[src/sv/epsc_pkg.sv]
package epsc_pkg;

  // Field types shared across the pipeline.
  typedef logic [30:0] epoch_sec_t;   // seconds since the epoch
  typedef logic [14:0] day_cnt_t;     // whole days, also days counted from 1968-01-01
  typedef logic [10:0] year_t;        // Gregorian year
  typedef logic [3:0]  month_t;       // month of year, 1 = January
  typedef logic [4:0]  mday_t;        // zero-based day of month
  typedef logic [8:0]  yday_t;        // zero-based day of year

  // One day is 86400 s = 2^7 * 675 s. The factor 675 is divided out by a
  // reciprocal multiply, which gives the exact quotient or one less.
  localparam logic [24:0] DIV675_MUL   = 25'd25451658;  // floor(2^34 / 675)
  localparam logic [9:0]  SEC_GROUP    = 10'd675;

  // Four-year cycles starting with the leap year 1968. The plain rule of one
  // leap year in four holds from 1901 to 2099, which covers every input.
  localparam logic [19:0] DIV1461_MUL  = 20'd734936;    // floor(2^30 / 1461)
  localparam logic [10:0] CYCLE_DAYS   = 11'd1461;
  localparam day_cnt_t    DAYS_BEFORE_EPOCH = 15'd731;  // 1968 and 1969
  localparam year_t       CYCLE_BASE_YEAR   = 11'd1968;

  localparam logic [10:0] CYC_YEAR1_DAY = 11'd366;
  localparam logic [10:0] CYC_YEAR2_DAY = 11'd731;
  localparam logic [10:0] CYC_YEAR3_DAY = 11'd1096;

endpackage

[src/sv/epsc_days.sv]
// Seconds to whole days, counted from 1968-01-01. Three register stages.
module epsc_days import epsc_pkg::*; (
  input  logic       clk,
  input  logic       rst_n,
  input  logic       in_valid,
  output logic       in_ready,
  input  epoch_sec_t in_secs,
  output logic       out_valid,
  input  logic       out_ready,
  output day_cnt_t   out_days
);

  logic        v1_r, v2_r, v3_r;
  logic        en1, en2, en3;

  logic [23:0] s1_x_r;
  logic [48:0] s1_prod_r;
  logic [23:0] s2_x_r;
  logic [14:0] s2_q_r;
  logic [24:0] s2_qm_r;
  day_cnt_t    s3_days_r;

  logic [14:0] q_est;
  logic [23:0] rem;
  day_cnt_t    days_nxt;

  assign en3      = !v3_r || out_ready;
  assign en2      = !v2_r || en3;
  assign en1      = !v1_r || en2;
  assign in_ready = en1;

  assign q_est = s1_prod_r[48:34];

  // The estimate is short by at most one group of 675.
  always_comb begin
    rem      = s2_x_r - s2_qm_r[23:0];
    days_nxt = s2_q_r + DAYS_BEFORE_EPOCH;
    if (rem >= 24'(SEC_GROUP)) begin
      days_nxt = s2_q_r + DAYS_BEFORE_EPOCH + 15'd1;
    end
  end

  always_ff @(posedge clk) begin
    if (!rst_n) begin
      v1_r <= 1'b0;
      v2_r <= 1'b0;
      v3_r <= 1'b0;
    end else begin
      if (en1) v1_r <= in_valid;
      if (en2) v2_r <= v1_r;
      if (en3) v3_r <= v2_r;
    end
  end

  always_ff @(posedge clk) begin
    if (en1) begin
      s1_x_r    <= in_secs[30:7];
      s1_prod_r <= 49'(in_secs[30:7]) * 49'(DIV675_MUL);
    end
    if (en2) begin
      s2_x_r  <= s1_x_r;
      s2_q_r  <= q_est;
      s2_qm_r <= 25'(q_est) * 25'(SEC_GROUP);
    end
    if (en3) begin
      s3_days_r <= days_nxt;
    end
  end

  assign out_valid = v3_r;
  assign out_days  = s3_days_r;

endmodule

[src/sv/epsc_year.sv]
// Days from 1968-01-01 to year, day of year and leap flag. Four register stages.
module epsc_year import epsc_pkg::*; (
  input  logic     clk,
  input  logic     rst_n,
  input  logic     in_valid,
  output logic     in_ready,
  input  day_cnt_t in_days,
  output logic     out_valid,
  input  logic     out_ready,
  output year_t    out_year,
  output yday_t    out_yday,
  output logic     out_leap
);

  logic        v1_r, v2_r, v3_r, v4_r;
  logic        en1, en2, en3, en4;

  day_cnt_t    s1_d_r;
  logic [34:0] s1_prod_r;
  day_cnt_t    s2_d_r;
  logic [4:0]  s2_c_r;
  day_cnt_t    s2_cm_r;
  logic [4:0]  s3_c_r;
  logic [10:0] s3_rem_r;
  year_t       s4_year_r;
  yday_t       s4_yday_r;
  logic        s4_leap_r;

  logic [4:0]  c_est;
  day_cnt_t    rem_raw;
  logic [4:0]  c_nxt;
  logic [10:0] rem_nxt;
  logic [1:0]  yo;
  logic [10:0] yday_wide;

  assign en4      = !v4_r || out_ready;
  assign en3      = !v3_r || en4;
  assign en2      = !v2_r || en3;
  assign en1      = !v1_r || en2;
  assign in_ready = en1;

  assign c_est = s1_prod_r[34:30];

  // Correct the cycle estimate, which may be one short.
  always_comb begin
    rem_raw = s2_d_r - s2_cm_r;
    c_nxt   = s2_c_r;
    rem_nxt = rem_raw[10:0];
    if (rem_raw >= 15'(CYCLE_DAYS)) begin
      c_nxt   = s2_c_r + 5'd1;
      rem_nxt = rem_raw[10:0] - CYCLE_DAYS;
    end
  end

  // Place the day within its four-year cycle; the first year is the leap one.
  always_comb begin
    if (s3_rem_r < CYC_YEAR1_DAY) begin
      yo        = 2'd0;
      yday_wide = s3_rem_r;
    end else if (s3_rem_r < CYC_YEAR2_DAY) begin
      yo        = 2'd1;
      yday_wide = s3_rem_r - CYC_YEAR1_DAY;
    end else if (s3_rem_r < CYC_YEAR3_DAY) begin
      yo        = 2'd2;
      yday_wide = s3_rem_r - CYC_YEAR2_DAY;
    end else begin
      yo        = 2'd3;
      yday_wide = s3_rem_r - CYC_YEAR3_DAY;
    end
  end

  always_ff @(posedge clk) begin
    if (!rst_n) begin
      v1_r <= 1'b0;
      v2_r <= 1'b0;
      v3_r <= 1'b0;
      v4_r <= 1'b0;
    end else begin
      if (en1) v1_r <= in_valid;
      if (en2) v2_r <= v1_r;
      if (en3) v3_r <= v2_r;
      if (en4) v4_r <= v3_r;
    end
  end

  always_ff @(posedge clk) begin
    if (en1) begin
      s1_d_r    <= in_days;
      s1_prod_r <= 35'(in_days) * 35'(DIV1461_MUL);
    end
    if (en2) begin
      s2_d_r  <= s1_d_r;
      s2_c_r  <= c_est;
      s2_cm_r <= 15'(c_est) * 15'(CYCLE_DAYS);
    end
    if (en3) begin
      s3_c_r   <= c_nxt;
      s3_rem_r <= rem_nxt;
    end
    if (en4) begin
      s4_year_r <= CYCLE_BASE_YEAR + {4'd0, s3_c_r, 2'd0} + {9'd0, yo};
      s4_yday_r <= yday_wide[8:0];
      s4_leap_r <= (yo == 2'd0);
    end
  end

  assign out_valid = v4_r;
  assign out_year  = s4_year_r;
  assign out_yday  = s4_yday_r;
  assign out_leap  = s4_leap_r;

endmodule

[src/sv/epsc_month.sv]
// Day of year to month and day of month; this stage is the output register.
module epsc_month import epsc_pkg::*; (
  input  logic   clk,
  input  logic   rst_n,
  input  logic   in_valid,
  output logic   in_ready,
  input  year_t  in_year,
  input  yday_t  in_yday,
  input  logic   in_leap,
  output logic   out_valid,
  input  logic   out_ready,
  output year_t  out_year,
  output month_t out_month,
  output mday_t  out_mday
);

  logic   v_r;
  logic   en;
  year_t  year_r;
  month_t month_r;
  mday_t  mday_r;

  month_t month_nxt;
  yday_t  first_day;
  yday_t  mday_wide;

  function automatic yday_t month_first_day(month_t m, logic leap);
    yday_t base;
    case (m)
      4'd1:    base = 9'd0;
      4'd2:    base = 9'd31;
      4'd3:    base = 9'd59;
      4'd4:    base = 9'd90;
      4'd5:    base = 9'd120;
      4'd6:    base = 9'd151;
      4'd7:    base = 9'd181;
      4'd8:    base = 9'd212;
      4'd9:    base = 9'd243;
      4'd10:   base = 9'd273;
      4'd11:   base = 9'd304;
      4'd12:   base = 9'd334;
      default: base = 9'd0;
    endcase
    if (leap && m >= 4'd3) begin
      base = base + 9'd1;
    end
    return base;
  endfunction

  // Eleven independent compares against the starts of February to December; the last hit wins.
  always_comb begin
    month_nxt = 4'd1;
    for (int m = 2; m <= 12; m++) begin
      if (in_yday >= month_first_day(4'(m), in_leap)) begin
        month_nxt = 4'(m);
      end
    end
    first_day = month_first_day(month_nxt, in_leap);
    mday_wide = in_yday - first_day;
  end

  assign en       = !v_r || out_ready;
  assign in_ready = en;

  always_ff @(posedge clk) begin
    if (!rst_n) begin
      v_r <= 1'b0;
    end else if (en) begin
      v_r <= in_valid;
    end
  end

  always_ff @(posedge clk) begin
    if (en) begin
      year_r  <= in_year;
      month_r <= month_nxt;
      mday_r  <= mday_wide[4:0];
    end
  end

  assign out_valid = v_r;
  assign out_year  = year_r;
  assign out_month = month_r;
  assign out_mday  = mday_r;

endmodule

[src/sv/epoch_seconds_to_civil_date.sv]
// Channel   Direction  Ports                              Payload
// in_       slave      in_tvalid, in_tready, in_tdata     epoch_seconds (31 bits)
// out_      master     out_tvalid, out_tready, out_tdata  civil_year, civil_month,
//                                                         day_in_month
//
// One transfer in gives one transfer out, after it has passed the eight register
// stages of the pipeline. A new item may enter in every cycle while out_tready does
// not stall the pipeline, so the sustained rate is then one item per clock.
// Reset clears only the stage valid bits; data registers carry no reset.
// Every stage loads when it is empty or when the stage after it moves, so a stall on
// out_tready holds the full stages in place and lets bubbles close up; nothing is
// dropped or sent twice.
module epoch_seconds_to_civil_date import epsc_pkg::*; (
  input  logic        clk,
  input  logic        rst_n,
  input  logic        in_tvalid,
  output logic        in_tready,
  input  logic [31:0] in_tdata,    // [30:0] epoch_seconds, [31] zero fill
  output logic        out_tvalid,
  input  logic        out_tready,
  output logic [23:0] out_tdata    // [10:0] civil_year, [14:11] civil_month,
                                   // [19:15] day_in_month, [23:20] zero fill
);

  // Handshakes between the three sections of the pipeline.
  logic     days_valid, days_ready;
  day_cnt_t days;

  logic     ydate_valid, ydate_ready;
  year_t    ydate_year;
  yday_t    ydate_yday;
  logic     ydate_leap;

  year_t    res_year;
  month_t   res_month;
  mday_t    res_mday;

  // Stages 1 to 3: divide the seconds down to days and rebase them to 1968-01-01.
  epsc_days u_days (
    .clk       (clk),
    .rst_n     (rst_n),
    .in_valid  (in_tvalid),
    .in_ready  (in_tready),
    .in_secs   (in_tdata[30:0]),
    .out_valid (days_valid),
    .out_ready (days_ready),
    .out_days  (days)
  );

  // Stages 4 to 7: split the days into four-year cycles, then into the year and
  // the day within that year.
  epsc_year u_year (
    .clk       (clk),
    .rst_n     (rst_n),
    .in_valid  (days_valid),
    .in_ready  (days_ready),
    .in_days   (days),
    .out_valid (ydate_valid),
    .out_ready (ydate_ready),
    .out_year  (ydate_year),
    .out_yday  (ydate_yday),
    .out_leap  (ydate_leap)
  );

  // Stage 8: pick the month from the day of year; this register drives the output.
  epsc_month u_month (
    .clk       (clk),
    .rst_n     (rst_n),
    .in_valid  (ydate_valid),
    .in_ready  (ydate_ready),
    .in_year   (ydate_year),
    .in_yday   (ydate_yday),
    .in_leap   (ydate_leap),
    .out_valid (out_tvalid),
    .out_ready (out_tready),
    .out_year  (res_year),
    .out_month (res_month),
    .out_mday  (res_mday)
  );

  assign out_tdata = {4'd0, res_mday, res_month, res_year};

endmodule

[config.mk]
export PLATFORM = sky130hd
export DESIGN_NAME = epoch_seconds_to_civil_date
export DESIGN_NICKNAME = d
export VERILOG_FILES = /design/src/sv/epsc_pkg.sv /design/src/sv/epsc_days.sv /design/src/sv/epsc_year.sv /design/src/sv/epsc_month.sv /design/src/sv/epoch_seconds_to_civil_date.sv
export SDC_FILE = /design/constraint.sdc
export NUM_CORES = 1
export LEC_CHECK = 0
export BUFFER_PORTS_ARGS = -buffer_cell sky130_fd_sc_hd__buf_2
export CORE_MARGIN = 8
export CORE_UTILIZATION = 50
export CTS_BUF_LIST = sky130_fd_sc_hd__clkbuf_16
export DETAILED_ROUTE_END_ITERATION = 12
export PLACE_DENSITY = 0.75
export SETUP_SLACK_MARGIN = 0.05
export SYNTH_ARGS = -nofsm -noshare
export SYNTH_HDL_FRONTEND = slang
export SYNTH_SLANG_ARGS = --single-unit
[constraint.sdc]
create_clock -name clk -period 6.95 [get_ports clk]
set_input_delay 1.0425 -clock clk [delete_from_list [all_inputs] [get_ports clk]]
set_output_delay 1.0425 -clock clk [all_outputs]
set_load 0.1 [all_outputs]
==> results.yml <==
drt:
  via_per_inst: 5.37
  wl_per_cell_um: 16.2
  firstDrtPassIters: 5
  drc_errors: 0
  ant_nets: 0
  wirelength_um: 55300
  vias: 18300
  first_iter_violations: 689
run:
  cap_violations: 0
logic_synthesis:
  ys_ff_latch: 230
  synth-edff-count: 222
  synth_cell_types: 77
  async_reset_ff_frac: 0
  ys_seq_area_frac: 0.251
  yosysWarningCount: 0
  avgSynthCellArea_um2: 10.7
  syn_area_um2: 27200
  syn_inst: 2551
  synth_ff_type: "edfxtp_1"
global_routing:
  grt_pass1_wl_um: 93500
  antenna_found_initial: 0
  track_usage: 0.179
  grt_max_degree: 63
  grt_overflow_total: 0
  grt_pass1_vias: 19500
clock_tree:
  cts_root_buf: "clkbuf_16"
  cts_buffer_depth: 3
  clk_latency_ps: 550
  cts_tree: "yes"
  clkSinkCount: 230
  cts_inserted_buffers: 27
  htreeDepth: 1
  clk_pin_slew_ps: 60
sta:
  hold_viol: 0
  period_needed_ps: 6700
  relSlewSlack: 0.294
  tns_ps: 0
  worst_pin_slew_ps: 1060
  skew_ps: 23.2
  setup_violations: 0
  rsz0062_at_grt: "no"
  period_share: 0.964
  fin_ws_ps: 253
  max_freq_mhz: 149
  final_max_slew_viol_count: 0
final_layout:
  antennaDiodeCount: 0
  final_cell_mix: "inv_1, ha_1, fa_1"
  layout_commonest_cell: "inv_1"
  final_nets: 3579
  layout-drive-gt1-share: 0.0777
  syn2layout_area_growth_pct: 9.65
place:
  place_ws_ps: -595
  dpl.hpwl_um: 46700
  portBuffers: 49
  routabilityCongestion: 0.899
worst_setup_path:
  crit_path_frequent_cell: "fa_1"
  required_ps: 7230
  crit_start: "in_tdata[15]"
  crit_chain: "buf_2, fa_1, ha_1, inv_1, fa_1, inv_1, fa_1, fa_1, fa_1, inv_1, fa_1, inv_1, ha_4, a211oi_4, o21ai_2, o2111ai_2, a31oi_2, a211oi_2, o21ai_2, a41oi_2, o31ai_2, o31a_1, buf_4, xor2_1"
  crit_path_start_kind: "input pin"
  crit_path_max_incr_delay_ps: 540
  critPathMaxFanout: 5
  path_class: "input pin to flop"
  cp-end-kind: "flop"
  r2r_start: "u_days.out_days[4]"
  cp.arrival_ps: 6980
  slowest_stage: "fa_1"
floorplanning:
  die_h_um: 249
  dieArea_um2: 62200
  start_util: 0.506
  die_w_um: 249
  io_pins: 62
  core.rowCount: 85
  core_um2: 53800
status:
  run_status: "complete, no violations"
hold_path:
  hp-class: "flop to flop"
  hold_path_startpoint: "u_year.s1_d_r[2]"
==> path summary, 6_finish.rpt <==
| kind | endpoint | slack, ps | cells past startpoint |
|---|---|---|---|
| setup / recovery | u_days.s1_prod_r[47] | 250 | 24 |
| hold / removal | u_year.s2_d_r[2] | 410 | 0 |
| setup reg to reg | u_year.s1_prod_r[34] | 420 | 23 |
| hold reg to reg | u_year.s2_d_r[2] | 410 | 0 |
==> worst max-delay path, delay by kind of cell <==
kind                     cells  cell delay [ps]
AO/OA/AOI/OAI                9             1720
buffers and inverters        6              520
adder cells (fa/ha/maj)      8             3560
XOR/XNOR                     1              130
==> cells in the mapped netlist, drive strengths merged (24+ instances only) <==
master	instances	area, um2
a21o	36	270
a21oi	88	455
edfxtp	222	6670
fa	270	5410
ha	576	7210
inv	596	2240
nand2	70	265
nand3	24	120
nor2	84	315
nor2b	30	188
nor3	31	155
o21a	30	225
o21ai	92	475
xnor2	79	692
xor2	39	342
==> registers in the layout, indices dropped and copies added (netlist names), 3 cells and up <==
register	flops
u_days.s1_prod_r	15
u_days.out_days	15
u_days.s2_q_r	14
u_year.s1_d_r	15
u_year.s2_d_r	15
u_month.out_month	4
u_month.out_year	9
u_year.s2_cm_r	15
u_year.s3_rem_r	11
u_days.s2_qm_r	24
u_year.s2_c_r	3
u_year.out_year	9
u_days.s1_x_r	24
u_month.out_mday	5
u_year.out_yday	9
u_days.s2_x_r	24
u_year.s1_prod_r	5
u_year.s3_c_r	5
==> repair_timing <==
item | 4_1_cts | 5_1_grt
gates resized for setup | 2 | 15
pin swaps | 0 | 16
endpoints found under the setup margin | 3 | 7
hold buffers | 0 | 0
endpoints found under the hold margin | 0 | 0
setup buffers | 0 | 1
==> per-stage QoR <==
step           cell area [um2]  utilization  hold WS, ps  instances
4_1_cts                  29800        0.553          415       3409
5_1_grt                  29900        0.555          420       3410
2_1_floorplan            27300            -          400       2554
6_report                 29900        0.555          415       3410
3_5_place_dp             28900        0.537          405       3363
3_3_place_gp             28900        0.537          402       3363
==> metal layers <==
layer  routed length, um  part of all wire  GRT usage
met1               23400              0.42      0.220
met2               28100              0.51      0.325
met3                2290             0.041     0.0248
met4                1610             0.029     0.0517
met5                   0                 0          0
==> final cells by class <==
class	count	area, um2
fill	4459	23900
multi-input combinational	1705	18200
sequential	230	6830
inverter	596	2240
timing repair buffer	137	906
tap	696	871
clock buffer	27	676
clock inverter	19	180
==> cell families after synthesis <==
group                      Yosys count  synth area share
adders and majority gates          846             0.463
buffers and inverters              619            0.0866
AOI/OAI and AO/OA                  378            0.0928
and+or+nand+nor                    351            0.0660
DFF                                230             0.251
xor gates and xnor gates           118            0.0379
muxes                                8           0.00299
other                                1          0.000138
Power is not shown: default switching activity piles up to over one toggle a cycle in this logic, so the estimate is an artifact.
